`config.mk`:
```
export PLATFORM = sky130hd
export DESIGN_NAME = gak_ctrl
export DESIGN_NICKNAME = d
export VERILOG_FILES = /design/src/hw/rtl/gak_pkg.sv /design/src/hw/rtl/gak_ctrl.sv
export SDC_FILE = /design/constraint.sdc
export NUM_CORES = 1
export LEC_CHECK = 0
export BUFFER_PORTS_ARGS = -buffer_cell sky130_fd_sc_hd__buf_2
export CAP_MARGIN = 15
export CELL_PAD_IN_SITES_DETAIL_PLACEMENT = 1
export CELL_PAD_IN_SITES_GLOBAL_PLACEMENT = 2
export CORE_ASPECT_RATIO = 0.7
export CORE_MARGIN = 10
export CORE_UTILIZATION = 31
export CTS_BUF_LIST = sky130_fd_sc_hd__clkbuf_16
export CTS_CLUSTER_SIZE = 20
export DETAILED_ROUTE_END_ITERATION = 10
export PLACE_DENSITY = 0.82
export SLEW_MARGIN = 20
export SYNTH_ARGS = -nofsm -noshare
export SYNTH_HDL_FRONTEND = slang
export SYNTH_SLANG_ARGS = --single-unit
```
`constraint.sdc`:
```
create_clock -name clk_i -period 4.2 [get_ports clk_i]
set_clock_uncertainty 0.05 [all_clocks]
set_input_delay 0.42 -clock clk_i [delete_from_list [all_inputs] [get_ports clk_i]]
set_output_delay 0.42 -clock clk_i [all_outputs]
set_load 0.02 [all_outputs]
```
`src/hw/rtl/gak_pkg.sv`:
```
// ---------------------------------------------------------------------------
// gak_pkg
// Types, codes and helpers shared by the gyro angle Kalman filter modules.
// ---------------------------------------------------------------------------
package gak_pkg;

  localparam int FRACTION_BITS_DEF = 16;
  localparam int DT_BITS   = 16;
  localparam int CFG_W     = 31;
  localparam int CFG_IDX_W = 2;
  localparam int OP_W      = 33;
  localparam int PROD_W    = 2 * OP_W;
  localparam int ACC_W     = PROD_W + 2;
  localparam int NUM_STEPS = 6;
  localparam int STEP_W    = $clog2(NUM_STEPS);

  localparam logic [CFG_W-1:0] ANGLE_NOISE_RST   = CFG_W'(66);
  localparam logic [CFG_W-1:0] BIAS_NOISE_RST    = CFG_W'(197);
  localparam logic [CFG_W-1:0] MEASURE_NOISE_RST = CFG_W'(1966);

  typedef enum logic [CFG_IDX_W-1:0] {
    CFG_ANGLE_NOISE   = 2'd0,
    CFG_BIAS_NOISE    = 2'd1,
    CFG_MEASURE_NOISE = 2'd2
  } cfg_idx_e;

  typedef enum logic {
    CMD_PREDICT = 1'b0,
    CMD_UPDATE  = 1'b1
  } item_cmd_e;

  typedef enum logic [2:0] {
    A_RATE_MB, A_P_SUM, A_QA, A_QB, A_P11, A_K0, A_K1
  } a_sel_e;

  typedef enum logic [1:0] {
    B_DT, B_Y, B_P00, B_P01
  } b_sel_e;

  typedef enum logic [2:0] {
    DST_ANGLE, DST_BIAS, DST_P00, DST_P01, DST_P10, DST_P11
  } dst_e;

  typedef struct packed {
    logic               command;
    logic signed [31:0] gyro_rate;
    logic [15:0]        time_step;
    logic signed [31:0] measured_angle;
  } gak_in_t;

  typedef struct packed {
    logic signed [31:0] angle_estimate;
    logic signed [31:0] bias_estimate;
  } gak_out_t;

  typedef struct packed {
    logic   valid;
    a_sel_e a_sel;
    b_sel_e b_sel;
    dst_e   dst;
    logic   neg;
    logic   first;
    logic   last;
    logic   frac;
  } mul_cmd_t;

  typedef struct packed {
    logic     load;
    logic     div_start;
    logic     out_load;
    mul_cmd_t mul;
  } dp_cmd_t;

  typedef struct packed {
    logic is_update;
    logic s_pos;
    logic div_busy;
  } dp_stat_t;

  function automatic mul_cmd_t mk_cmd(a_sel_e a, b_sel_e b, dst_e d, logic neg,
                                      logic first, logic last, logic frac);
    mul_cmd_t c;
    c.valid = 1'b1;
    c.a_sel = a;
    c.b_sel = b;
    c.dst   = d;
    c.neg   = neg;
    c.first = first;
    c.last  = last;
    c.frac  = frac;
    return c;
  endfunction

  // Multiply-accumulate program for one item. Every register is read before
  // the step that overwrites it.
  function automatic mul_cmd_t step_cmd(logic upd, logic [STEP_W-1:0] step);
    mul_cmd_t c;
    c = '0;
    if (upd) begin
      case (step)
        3'd0:    c = mk_cmd(A_K0, B_Y,   DST_ANGLE, 1'b0, 1'b1, 1'b1, 1'b1);
        3'd1:    c = mk_cmd(A_K1, B_Y,   DST_BIAS,  1'b0, 1'b1, 1'b1, 1'b1);
        3'd2:    c = mk_cmd(A_K1, B_P00, DST_P10,   1'b1, 1'b1, 1'b1, 1'b1);
        3'd3:    c = mk_cmd(A_K1, B_P01, DST_P11,   1'b1, 1'b1, 1'b1, 1'b1);
        3'd4:    c = mk_cmd(A_K0, B_P01, DST_P01,   1'b1, 1'b1, 1'b1, 1'b1);
        3'd5:    c = mk_cmd(A_K0, B_P00, DST_P00,   1'b1, 1'b1, 1'b1, 1'b1);
        default: c = '0;
      endcase
    end else begin
      case (step)
        3'd0:    c = mk_cmd(A_RATE_MB, B_DT, DST_ANGLE, 1'b0, 1'b1, 1'b1, 1'b0);
        3'd1:    c = mk_cmd(A_P_SUM,   B_DT, DST_P00,   1'b1, 1'b1, 1'b0, 1'b0);
        3'd2:    c = mk_cmd(A_QA,      B_DT, DST_P00,   1'b0, 1'b0, 1'b1, 1'b0);
        3'd3:    c = mk_cmd(A_P11,     B_DT, DST_P01,   1'b1, 1'b1, 1'b1, 1'b0);
        3'd4:    c = mk_cmd(A_P11,     B_DT, DST_P10,   1'b1, 1'b1, 1'b1, 1'b0);
        3'd5:    c = mk_cmd(A_QB,      B_DT, DST_P11,   1'b0, 1'b1, 1'b1, 1'b0);
        default: c = '0;
      endcase
    end
    return c;
  endfunction

  function automatic logic signed [31:0] sat32(logic signed [ACC_W-1:0] v);
    logic in_range;
    in_range = (&v[ACC_W-1:31]) | ~(|v[ACC_W-1:31]);
    if (in_range) begin
      return v[31:0];
    end
    return v[ACC_W-1] ? 32'sh8000_0000 : 32'sh7FFF_FFFF;
  endfunction

endpackage

```
`src/hw/rtl/gak_ctrl.sv`:
```
// ---------------------------------------------------------------------------
// gak_ctrl
// Sequencer: takes a word, runs the multiply program (an update runs the divide
// first, or skips both if S is not positive) and hands update results to the output register.
// ---------------------------------------------------------------------------
module gak_ctrl (
  input  logic              clk_i,
  input  logic              rst_ni,
  input  logic              in_valid_i,
  output logic              in_stall_o,
  output logic              out_valid_o,
  input  logic              out_stall_i,
  output gak_pkg::dp_cmd_t  cmd_o,
  input  gak_pkg::dp_stat_t stat_i
);
  import gak_pkg::*;

  typedef enum logic [5:0] {
    ST_IDLE   = 6'b000001,
    ST_PREP   = 6'b000010,
    ST_DIVIDE = 6'b000100,
    ST_STEP   = 6'b001000,
    ST_DRAIN  = 6'b010000,
    ST_OUTPUT = 6'b100000
  } state_e;

  state_e            state_q, state_d;
  logic [STEP_W-1:0] step_q, step_d;
  logic              out_valid_q, out_valid_d;
  logic              out_free;

  assign in_stall_o  = (state_q != ST_IDLE);
  assign out_valid_o = out_valid_q;
  assign out_free    = !out_valid_q || !out_stall_i;

  always_comb begin
    state_d     = state_q;
    step_d      = step_q;
    out_valid_d = out_valid_q;
    cmd_o       = '0;
    if (out_valid_q && !out_stall_i) begin
      out_valid_d = 1'b0;
    end
    case (state_q)
      ST_IDLE: begin
        if (in_valid_i) begin
          cmd_o.load = 1'b1;
          state_d    = ST_PREP;
        end
      end
      ST_PREP: begin
        step_d = '0;
        if (!stat_i.is_update) begin
          state_d = ST_STEP;
        end else if (stat_i.s_pos) begin
          cmd_o.div_start = 1'b1;
          state_d         = ST_DIVIDE;
        end else begin
          // no correction: report current estimates
          state_d = ST_OUTPUT;
        end
      end
      ST_DIVIDE: begin
        if (!stat_i.div_busy) begin
          state_d = ST_STEP;
        end
      end
      ST_STEP: begin
        cmd_o.mul = step_cmd(stat_i.is_update, step_q);
        step_d    = step_q + STEP_W'(1);
        if (step_q == STEP_W'(NUM_STEPS - 1)) begin
          state_d = ST_DRAIN;
        end
      end
      ST_DRAIN: begin
        state_d = stat_i.is_update ? ST_OUTPUT : ST_IDLE;
      end
      ST_OUTPUT: begin
        if (out_free) begin
          cmd_o.out_load = 1'b1;
          out_valid_d    = 1'b1;
          state_d        = ST_IDLE;
        end
      end
      default: state_d = ST_IDLE;
    endcase
  end

  always_ff @(posedge clk_i or negedge rst_ni) begin
    if (!rst_ni) begin
      state_q     <= ST_IDLE;
      step_q      <= '0;
      out_valid_q <= 1'b0;
    end else begin
      state_q     <= state_d;
      step_q      <= step_d;
      out_valid_q <= out_valid_d;
    end
  end

endmodule

```
Word-level counts from Yosys, hierarchy flattened
Index checks and enable logic that the tools add are counted.
{"block": "classes", "muxes": 23, "eq_ne": 16, "addsub": 1, "reduce_logical": 7}
{"operator": "13-bit one-hot mux with 6 select lines", "count": 2}
{"operator": "6-bit 2-to-1 mux", "count": 7}
{"operator": "6-bit one-hot mux with 6 select lines", "count": 1}
{"operator": "13-bit 2-to-1 mux", "count": 2}
{"operator": "1-bit 2-to-1 mux", "count": 10}
{"operator": "2-bit inequality test (second input constant)", "count": 4}
{"operator": "3-bit by 2-bit == test with 1-bit output (second input constant)", "count": 2}
{"operator": "3-bit == test (second input constant)", "count": 2}
{"operator": "6-bit by 1-bit == test with 1-bit output (second input constant)", "count": 1}
{"operator": "6-bit by 2-bit == test with 1-bit output (second input constant)", "count": 1}
{"operator": "6-bit by 3-bit == test with 1-bit output (second input constant)", "count": 1}
{"operator": "6-bit by 4-bit == test with 1-bit output (second input constant)", "count": 1}
{"operator": "6-bit by 5-bit == test with 1-bit output (second input constant)", "count": 1}
{"operator": "6-bit == test (second input constant)", "count": 1}
{"operator": "6-bit by 1-bit inequality test with 1-bit output (second input constant)", "count": 1}
{"operator": "3-bit one-hot mux with 2 select lines", "count": 1}
{"operator": "4-bit AND reduction", "count": 1}
{"operator": "3-bit by 1-bit adder with 3-bit output (second input constant)", "count": 1}
{"operator": "3-bit by 1-bit == test with 1-bit output (second input constant)", "count": 1}
{"operator": "3-bit logical NOT", "count": 1}
{"operator": "1-bit logical NOT", "count": 2}
{"operator": "2-bit nonzero test", "count": 1}
{"operator": "1-bit logical AND", "count": 1}
{"operator": "1-bit logical OR", "count": 1}
{"block": "totals", "inputBits": 7, "output_inout_bits": 18, "regBits": 10}

Depth between registers and ports, before layout
Gate-level depths: netlist (run 1).
{"block": "logic_depth", "word_depth": 5, "ltp_mapped": 7}

Least setup slack after synthesis (run 1)
OpenSTA, ideal clock, no wires.
{"block": "synth_path", "kind": "register -> output", "start": "register step_q[1]", "end": "output cmd_o[5] (netlist bit)", "arrival_time_ns": 1.686, "stages_incl_launch_ff": 6, "path_slack_ns": 2.044, "path_cell_list": "dfrtp_1 inv_1 ha_1 clkbuf_1 o21ai_0 a221oi_1"}
{"item": "from (decl)", "line_no": "gak_ctrl.sv:28", "rtl": "logic [STEP_W-1:0] step_q, step_d;"}
{"item": "from (signal assigned)", "line_no": "gak_ctrl.sv:96", "rtl": "step_q <= step_d;"}
{"item": "to (decl)", "line_no": "gak_ctrl.sv:13", "rtl": "output gak_pkg::dp_cmd_t cmd_o,"}

==> report_table.html, run 1 <==
<table>
<tr><th>Metric</th><th>Value</th></tr>
<tr><th colspan="2">Timing</th></tr>
<tr><td>Post-Route Setup TNS</td><td>0 ns</td></tr>
<tr><td>Transition time at the pin with the least slew margin</td><td>0.414 ns</td></tr>
<tr><td>Final Slew Violations</td><td>0</td></tr>
<tr><td>Fin crit share</td><td>0.599</td></tr>
<tr><td>RSZ-0062 raised after global routing</td><td>no</td></tr>
<tr><td>Highest attainable clock frequency</td><td>approximately 0.40 GHz</td></tr>
<tr><td>Max-slew headroom</td><td>0.724</td></tr>
<tr><td>Final setup viols</td><td>0</td></tr>
<tr><td>Final Critical Period</td><td>between 2 and 3 ns</td></tr>
<tr><td>Hold Slack</td><td>around 0.38 ns</td></tr>
<tr><td>Endpoints failing hold</td><td>0</td></tr>
<tr><th colspan="2">Placement</th></tr>
<tr><td>Hpwl dp</td><td>2.33 mm</td></tr>
<tr><td>GPL Wtd Cong</td><td>about 0.87</td></tr>
<tr><td>Total placed cells including tap cells</td><td>167</td></tr>
<tr><td>Number of port buffers</td><td>24</td></tr>
<tr><td>Placed cell area</td><td>1030 um^2</td></tr>
<tr><th colspan="2">Synthesis</th></tr>
<tr><td>Distinct cells, synth</td><td>43</td></tr>
<tr><td>Synth area leader</td><td>sky130_fd_sc_hd__dfrtp_1</td></tr>
<tr><td>Commonest register cell after synthesis</td><td>sky130_fd_sc_hd__dfrtp_1</td></tr>
<tr><td>Fraction of the yosys area taken by sequential cells</td><td>0.278</td></tr>
<tr><td>Post-Syn Instances</td><td>around 110</td></tr>
<tr><td>Area fraction of the dominant cell type after synthesis</td><td>0.249</td></tr>
<tr><td>Netlist area before placement</td><td>906 um^2</td></tr>
<tr><td>Average cell area after synthesis</td><td>between 7 and 8 um^2</td></tr>
<tr><td>Leading cell type by number of instances after synthesis</td><td>sky130_fd_sc_hd__nor2_1</td></tr>
<tr><td>Count of synthesis-stage warnings from yosys</td><td>0</td></tr>
<tr><td>List of most frequent post-synthesis cells</td><td>sky130_fd_sc_hd__nor2_1, sky130_fd_sc_hd__a21oi_1, sky130_fd_sc_hd__nand2_1, sky130_fd_sc_hd__dfrtp_1</td></tr>
<tr><td>Nets in the synthesized netlist</td><td>126</td></tr>
<tr><td>Async set-reset flop share out of synthesis</td><td>1.00</td></tr>
<tr><td>Top area cells in the synthesized netlist</td><td>sky130_fd_sc_hd__dfrtp_1, sky130_fd_sc_hd__ha_1, sky130_fd_sc_hd__a21oi_1, sky130_fd_sc_hd__nor2_1, sky130_fd_sc_hd__nand2_1</td></tr>
<tr><td>Number of synthesized register bits</td><td>10</td></tr>
<tr><td>Number of synthesized flops with an enable pin</td><td>0</td></tr>
<tr><th colspan="2">Layout</th></tr>
<tr><td>Filler cell count</td><td>352</td></tr>
<tr><td>Combined area of the multi-input logic cells</td><td>587 um^2</td></tr>
<tr><td>Layout cell share with drive strength beyond 1</td><td>0.287</td></tr>
<tr><td>FF+latch area</td><td>251 um^2</td></tr>
<tr><td>Number of non-filler instances in the completed layout</td><td>172</td></tr>
<tr><td>Antenna diode instance count</td><td>0</td></tr>
<tr><td>Number of nets in the layout</td><td>149</td></tr>
<tr><td>Final Cell Area</td><td>between 1000 and 1500 um^2</td></tr>
<tr><td>Area overhead of the layout relative to synthesis</td><td>23.5%</td></tr>
<tr><th colspan="2">Critical path</th></tr>
<tr><td>CP Class</td><td>reg -&gt; out</td></tr>
<tr><td>CP arrival</td><td>2.05 ns</td></tr>
<tr><td>Worst path required time</td><td>approximately 3.7 ns</td></tr>
<tr><td>Register-to-Register Setup Slack</td><td>2.52 ns</td></tr>
<tr><td>Reg2Reg Launch Point</td><td>step_q[1]</td></tr>
<tr><td>Startpoint of the most critical setup path</td><td>step_q[0]</td></tr>
<tr><td>R2R depth</td><td>6</td></tr>
<tr><td>Launching element type of the critical path</td><td>flop</td></tr>
<tr><td>Maximum fanout count along the critical path</td><td>5</td></tr>
<tr><td>Category of the worst setup path capture point</td><td>primary output</td></tr>
<tr><th colspan="2">Clocking</th></tr>
<tr><td>CTS Buffer Depth</td><td>2</td></tr>
<tr><td>Clock tree root driver cell</td><td>sky130_fd_sc_hd__clkbuf_16</td></tr>
<tr><td>Sinks on Clock Net</td><td>10</td></tr>
<tr><td>Post-CTS Setup Bufs</td><td>0</td></tr>
<tr><td>TritonCTS buffer count</td><td>3</td></tr>
<tr><td>Clock input transition at the sequential cells of the worst setup and hold paths</td><td>around 0.040 ns</td></tr>
<tr><td>Level count of the clock H-tree</td><td>1</td></tr>
<tr><td>Post-CTS Resized</td><td>0</td></tr>
<tr><td>Worst-Skew Late Latency</td><td>0.23 ns</td></tr>
<tr><td>TritonCTS clock tree</td><td>yes</td></tr>
<tr><th colspan="2">Route</th></tr>
<tr><td>Post-route DRC violation count</td><td>0</td></tr>
<tr><td>Total length of routed wires</td><td>~2.9 mm</td></tr>
<tr><td>First drt pass iteration count</td><td>4</td></tr>
<tr><td>Avg Vias per Cell</td><td>5.42</td></tr>
<tr><td>Vias</td><td>932</td></tr>
<tr><td>WL per Instance</td><td>17.0 um</td></tr>
<tr><td>Post-detailed-route count of antenna-violating nets</td><td>0</td></tr>
<tr><td>Detailed router's first-iteration violation count</td><td>67</td></tr>
<tr><th colspan="2">Run</th></tr>
<tr><td>Number of violations of the max-capacitance limit</td><td>0</td></tr>
<tr><th colspan="2">Floorplan</th></tr>
<tr><td>Initial Utilization</td><td>0.323</td></tr>
<tr><td>Die Y</td><td>between 60 and 70 um</td></tr>
<tr><td>Overall die area</td><td>around 5500 um^2</td></tr>
<tr><td>Row Count</td><td>16</td></tr>
<tr><td>Ports placed on the boundary</td><td>25</td></tr>
<tr><td>Die X</td><td>84.6 um</td></tr>
<tr><td>Placeable core region</td><td>2800 um^2</td></tr>
<tr><th colspan="2">GRT</th></tr>
<tr><td>Global-route wire length before repair</td><td>4.97 mm</td></tr>
<tr><td>All-Layer GR Usage</td><td>0.107</td></tr>
<tr><td>Initial antenna violation count</td><td>0</td></tr>
<tr><td>Largest net degree at the start of global routing</td><td>18</td></tr>
<tr><td>Global route total overflow</td><td>0</td></tr>
<tr><td>Vias in the first global route</td><td>958</td></tr>
<tr><th colspan="2">Power and ir drop</th></tr>
<tr><td>Maximum ir drop on the vdd rail</td><td>0.326 mV</td></tr>
<tr><td>Leakage</td><td>0.000536 uW</td></tr>
<tr><td>Ratio of total power to cell area</td><td>565 nW/um^2</td></tr>
<tr><td>Total Power</td><td>633 uW</td></tr>
<tr><th colspan="2">Min path</th></tr>
<tr><td>Number of stages on the worst hold path</td><td>2</td></tr>
<tr><td>Min-Delay Startpoint</td><td>stat_i[0]</td></tr>
<tr><td>Hold WC Path Type</td><td>in -&gt; reg</td></tr>
<tr><th colspan="2">Status</th></tr>
<tr><td>Result of the run</td><td>complete, no violations</td></tr>
</table>
[cells in the final DEF, fill, tap and decap left out, types with 2 or more instances in the layout]
cell / count
sky130_fd_sc_hd__o221ai_1: 2
sky130_fd_sc_hd__o2bb2ai_1: 2
sky130_fd_sc_hd__and3_1: 3
sky130_fd_sc_hd__nor2_1: 13
sky130_fd_sc_hd__o21ai_0: 6
sky130_fd_sc_hd__nor2_4: 2
sky130_fd_sc_hd__buf_2: 24
sky130_fd_sc_hd__dfrtp_1: 9
sky130_fd_sc_hd__nand3_1: 5
sky130_fd_sc_hd__nor2b_1: 2
sky130_fd_sc_hd__ha_1: 5
sky130_fd_sc_hd__o21ai_1: 2
sky130_fd_sc_hd__inv_1: 6
sky130_fd_sc_hd__clkbuf_16: 3
sky130_fd_sc_hd__nor3_1: 6
sky130_fd_sc_hd__a21oi_1: 10
sky130_fd_sc_hd__nand2_1: 10
[stage by stage]
stage / utilization / setup slack [ns]
3_5_place_dp: 0.367 / 1.95
6_report: 0.399 / 1.68
4_1_cts: 0.399 / 1.69
3_3_place_gp: 0.367 / 2.00
5_1_grt: 0.399 / 1.52
2_1_floorplan: - / 2.04
[path summary, 6_finish.rpt]
path | endpoint
setup / recovery | cmd_o[4]
hold / removal | state_q[3]
setup reg to reg | state_q[0]
hold reg to reg | step_q[0]
max in group asynchronous | state_q[0]
min in group asynchronous | state_q[1]
[cell families after synthesis]
| family | after synthesis | synth area share |
|---|---|---|
| compound gates | 35 | 0.276 |
| fa+ha+maj | 5 | 0.0691 |
| simple gates | 49 | 0.290 |
| mux | 1 | 0.0124 |
| flops | 10 | 0.278 |
| buf+inv | 14 | 0.0746 |
[worst max-delay path: stages (launching register included)]
cell and delay [ns]:
sky130_fd_sc_hd__dfrtp_1 0.42, sky130_fd_sc_hd__inv_1 0.16, sky130_fd_sc_hd__ha_1 0.21, sky130_fd_sc_hd__nor2b_2 0.24, sky130_fd_sc_hd__nor2_2 0.10, sky130_fd_sc_hd__a21o_1 0.21, sky130_fd_sc_hd__o32ai_2 0.26, sky130_fd_sc_hd__buf_2 0.21
[sequential cells by signal, summed over array words and instances (netlist names)]
signal       cells
state_q          6
step_q           3
out_valid_o      1
[cell type report]
cell class | instances | share of cell area
repair buffers | 25 | 0.116
multi-input cells | 90 | 0.525
well taps | 36 | 0.0403
flip-flops and latches | 10 | 0.225
inverters | 7 | 0.0235
clock buffers | 3 | 0.0671
clock inverters | 1 | 0.00336
[power by group]
group          internal (uW)  total [uW]  switching, uW
clock                    125         168           43.6
sequential               124         158           34.5
combinational            108         306            198
total                    356         633            277
[timing repair]
item | in CTS | in global routing
hold buffers | 1 | 0
setup endpoints to repair | 0 | 0
hold endpoints to repair | 9 | 0
[per-layer routing]
metal	track usage	part of all wire
met5	0	0
met1	0.150	0.51
met3	0.0308	0.038
met4	0.0246	0.0038
met2	0.158	0.45
Note: power is estimated with default switching activity, not from simulation.
==> inputs of run 2 (changes only) <==
--- a/config.mk
+++ b/config.mk
@@ -11,11 +11,11 @@
 export CELL_PAD_IN_SITES_GLOBAL_PLACEMENT = 2
 export CORE_ASPECT_RATIO = 0.7
 export CORE_MARGIN = 10
-export CORE_UTILIZATION = 31
+export CORE_UTILIZATION = 26
 export CTS_BUF_LIST = sky130_fd_sc_hd__clkbuf_16
 export CTS_CLUSTER_SIZE = 20
 export DETAILED_ROUTE_END_ITERATION = 10
-export PLACE_DENSITY = 0.82
+export PLACE_DENSITY = 0.73
 export SLEW_MARGIN = 20
 export SYNTH_ARGS = -nofsm -noshare
 export SYNTH_HDL_FRONTEND = slang
==> constraint.sdc (replaced) <==
create_clock -name clk_i -period 2.3 [get_ports clk_i]
set_clock_uncertainty 0.05 [all_clocks]
set_input_delay 0.23 -clock clk_i [delete_from_list [all_inputs] [get_ports clk_i]]
set_output_delay 0.23 -clock clk_i [all_outputs]
set_load 0.02 [all_outputs]
==> run 2 against run 1 <==
Effect of this change:
- non-clock buffer count rose by 2
- sequential share of layout area is 0.99 points lower
- hold slack worse by 0.18 ns
- die area rose by 14%
- first-iteration DRC count is 19% higher
- worst setup slack lost 1.6 ns
- combinational power increased by 96%
- clock power up 86%
- clock-buffer cell count unchanged
- wire length rose by 5.8%
- register-to-register slack lost 1.8 ns
- via count increased by 1.4%
- critical path type unchanged
==> report_table.html, run 2 (same netlist as run 1, synthesis figures left out) <==
<table>
<tr><th>Metric</th><th>Value</th></tr>
<tr><th colspan="2">Layout</th></tr>
<tr><td>Area overhead of the layout relative to synthesis</td><td>29.1%</td></tr>
<tr><td>Flip-flop count of the largest register, all copies and words added</td><td>6</td></tr>
<tr><td>Leading cell types in the layout, fill and taps excluded</td><td>sky130_fd_sc_hd__buf_2, sky130_fd_sc_hd__nor2_1, sky130_fd_sc_hd__nand2_1, sky130_fd_sc_hd__a21oi_1, sky130_fd_sc_hd__dfrtp_1</td></tr>
<tr><td>Number of nets in the layout</td><td>151</td></tr>
<tr><td>Register ranked first by flip-flop count</td><td>state_q</td></tr>
<tr><td>Antenna diode instance count</td><td>0</td></tr>
<tr><td>Final Cell Area</td><td>1170 um^2</td></tr>
<tr><td>Number of non-filler instances in the completed layout</td><td>between 150 and 200</td></tr>
<tr><td>Layout cell share with drive strength beyond 1</td><td>0.333</td></tr>
<tr><td>Most frequent standard cell in the layout excluding fill and tap cells</td><td>sky130_fd_sc_hd__buf_2</td></tr>
<tr><th colspan="2">GRT</th></tr>
<tr><td>Vias in the first global route</td><td>1004</td></tr>
<tr><td>All-Layer GR Usage</td><td>0.0978</td></tr>
<tr><td>Global-route wire length before repair</td><td>about 5.2 mm</td></tr>
<tr><td>Largest net degree at the start of global routing</td><td>18</td></tr>
<tr><td>Global route total overflow</td><td>0</td></tr>
<tr><td>Initial antenna violation count</td><td>0</td></tr>
<tr><th colspan="2">Placement</th></tr>
<tr><td>Total placed cells including tap cells</td><td>180</td></tr>
<tr><td>Worst slack after detailed placement</td><td>0.251 ns</td></tr>
<tr><td>Placed cell area</td><td>1060 um^2</td></tr>
<tr><td>GPL Wtd Cong</td><td>between 0.8 and 0.9</td></tr>
<tr><td>Hpwl dp</td><td>2.48 mm</td></tr>
<tr><td>Number of port buffers</td><td>24</td></tr>
<tr><th colspan="2">Critical path</th></tr>
<tr><td>Maximum cell stage delay along the critical path</td><td>0.44 ns</td></tr>
<tr><td>Critical-path top delay cell</td><td>sky130_fd_sc_hd__dfrtp_1</td></tr>
<tr><td>CP Class</td><td>reg -&gt; out</td></tr>
<tr><td>Category of the worst setup path capture point</td><td>primary output</td></tr>
<tr><td>Worst path required time</td><td>2.02 ns</td></tr>
<tr><td>Critical path, cell by cell</td><td>inv_2, ha_2, nor2b_4, nor2_4, a21o_1, o32ai_2, buf_4</td></tr>
<tr><td>Maximum fanout count along the critical path</td><td>5</td></tr>
<tr><td>CP arrival</td><td>1.92 ns</td></tr>
<tr><td>Launching element type of the critical path</td><td>flop</td></tr>
<tr><th colspan="2">Clocking</th></tr>
<tr><td>Clock input transition at the sequential cells of the worst setup and hold paths</td><td>0.04 ns</td></tr>
<tr><td>TritonCTS buffer count</td><td>3</td></tr>
<tr><td>Sinks on Clock Net</td><td>10</td></tr>
<tr><td>Level count of the clock H-tree</td><td>1</td></tr>
<tr><td>CTS Buffer Depth</td><td>2</td></tr>
<tr><td>TritonCTS clock tree</td><td>yes</td></tr>
<tr><td>Post-CTS Setup Bufs</td><td>0</td></tr>
<tr><td>Worst-Skew Late Latency</td><td>0.24 ns</td></tr>
<tr><td>Clock tree root driver cell</td><td>sky130_fd_sc_hd__clkbuf_16</td></tr>
<tr><th colspan="2">Timing</th></tr>
<tr><td>Final Critical Period</td><td>2.20 ns</td></tr>
<tr><td>Post-route setup slack</td><td>0.104 ns</td></tr>
<tr><td>Transition time at the pin with the least slew margin</td><td>0.346 ns</td></tr>
<tr><td>Max-slew headroom</td><td>0.767</td></tr>
<tr><td>Fin crit share</td><td>0.955</td></tr>
<tr><td>Highest attainable clock frequency</td><td>0.455 GHz</td></tr>
<tr><td>RSZ-0062 raised after global routing</td><td>no</td></tr>
<tr><td>Final setup viols</td><td>0</td></tr>
<tr><td>Final Slew Violations</td><td>0</td></tr>
<tr><td>Endpoints failing hold</td><td>0</td></tr>
<tr><td>Post-Route Setup TNS</td><td>0 ns</td></tr>
<tr><th colspan="2">Route</th></tr>
<tr><td>Total length of routed wires</td><td>3.10 mm</td></tr>
<tr><td>First drt pass iteration count</td><td>4</td></tr>
<tr><td>Post-route DRC violation count</td><td>0</td></tr>
<tr><td>Avg Vias per Cell</td><td>5.11</td></tr>
<tr><td>Vias</td><td>roughly 950</td></tr>
<tr><td>Post-detailed-route count of antenna-violating nets</td><td>0</td></tr>
<tr><td>Detailed router's first-iteration violation count</td><td>80</td></tr>
<tr><td>WL per Instance</td><td>16.7 um</td></tr>
<tr><th colspan="2">Run</th></tr>
<tr><td>Number of violations of the max-capacitance limit</td><td>0</td></tr>
<tr><th colspan="2">Power and ir drop</th></tr>
<tr><td>Leakage</td><td>0.000542 uW</td></tr>
<tr><td>Ratio of total power to cell area</td><td>1030 nW/um^2</td></tr>
<tr><td>Maximum ir drop on the vdd rail</td><td>0.471 mV</td></tr>
<tr><th colspan="2">Floorplan</th></tr>
<tr><td>Overall die area</td><td>6280 um^2</td></tr>
<tr><td>Placeable core region</td><td>3250 um^2</td></tr>
<tr><td>Die X</td><td>90.6 um</td></tr>
<tr><td>Die Y</td><td>a little under 70 um</td></tr>
<tr><td>Initial Utilization</td><td>0.278</td></tr>
<tr><td>Ports placed on the boundary</td><td>25</td></tr>
<tr><td>Row Count</td><td>17</td></tr>
<tr><th colspan="2">Min path</th></tr>
<tr><td>Hold WC Path Type</td><td>in -&gt; reg</td></tr>
<tr><th colspan="2">Status</th></tr>
<tr><td>Result of the run</td><td>complete, no violations</td></tr>
</table>
==> run 2: through the flow <==
step / hold slack (ns) / utilization / power [uW]
after floorplan: -0.116 / - / 695
after detailed placement: 0.0634 / 0.325 / 866
after global routing: 0.215 / 0.359 / 1300
final: 0.202 / 0.359 / 1200
after CTS: 0.196 / 0.355 / 1200
after global placement: 0.0556 / 0.325 / 854
==> run 2: worst paths after layout <==
check / from / endpoint / slack, ns / depth (start not counted)
worst max-delay path: step_q[0] / cmd_o[4] / 0.10 / 7
worst min-delay path: in_valid_i / state_q[1] / 0.20 / 3
worst max register to register: state_q[4] / state_q[4] / 0.70 / 4
worst min register to register: out_valid_o / out_valid_o / 0.54 / 2
max in group asynchronous: rst_ni / state_q[0] / 1.59 / 2
min in group asynchronous: rst_ni / out_valid_o / 0.34 / 2
==> run 2: repair_timing <==
item	CTS	global route
setup endpoints to repair	1	4
resized for setup	2	6
hold buffers	1	0
endpoints found under the hold margin	9	0
==> run 2: area by class of cell <==
class,instances,area [um^2]
well taps,47,58.8
clock inverters,1,3.75
clock buffers,3,75.1
flip-flops and latches,10,251
inverters,7,26.3
fillers,395,2080
repair buffers,27,148
multi-input cells,90,607
==> run 2: power by group <==
group	total [uW]	internal, uW	switching [uW]
registers	290	226	64.7
clock network	313	228	84.7
logic	599	222	376
total	1200	676	526
==> run 2: critical path: cells and delay by family (launching register included) <==
kind	cells	cell delay, ns
flip-flops	1	0.44
adder cells (fa/ha/maj)	1	0.21
AND/OR/NAND/NOR	2	0.27
buffers and inverters	2	0.30
AO/OA/AOI/OAI	2	0.46
==> run 2: metal layers <==
metal  track usage  up-vias  part of all wire
li1              -      460                 -
met5             0        -                 0
met1         0.142      471              0.54
met2         0.145       14              0.43
met4        0.0139        0                 0
met3        0.0216        0             0.028
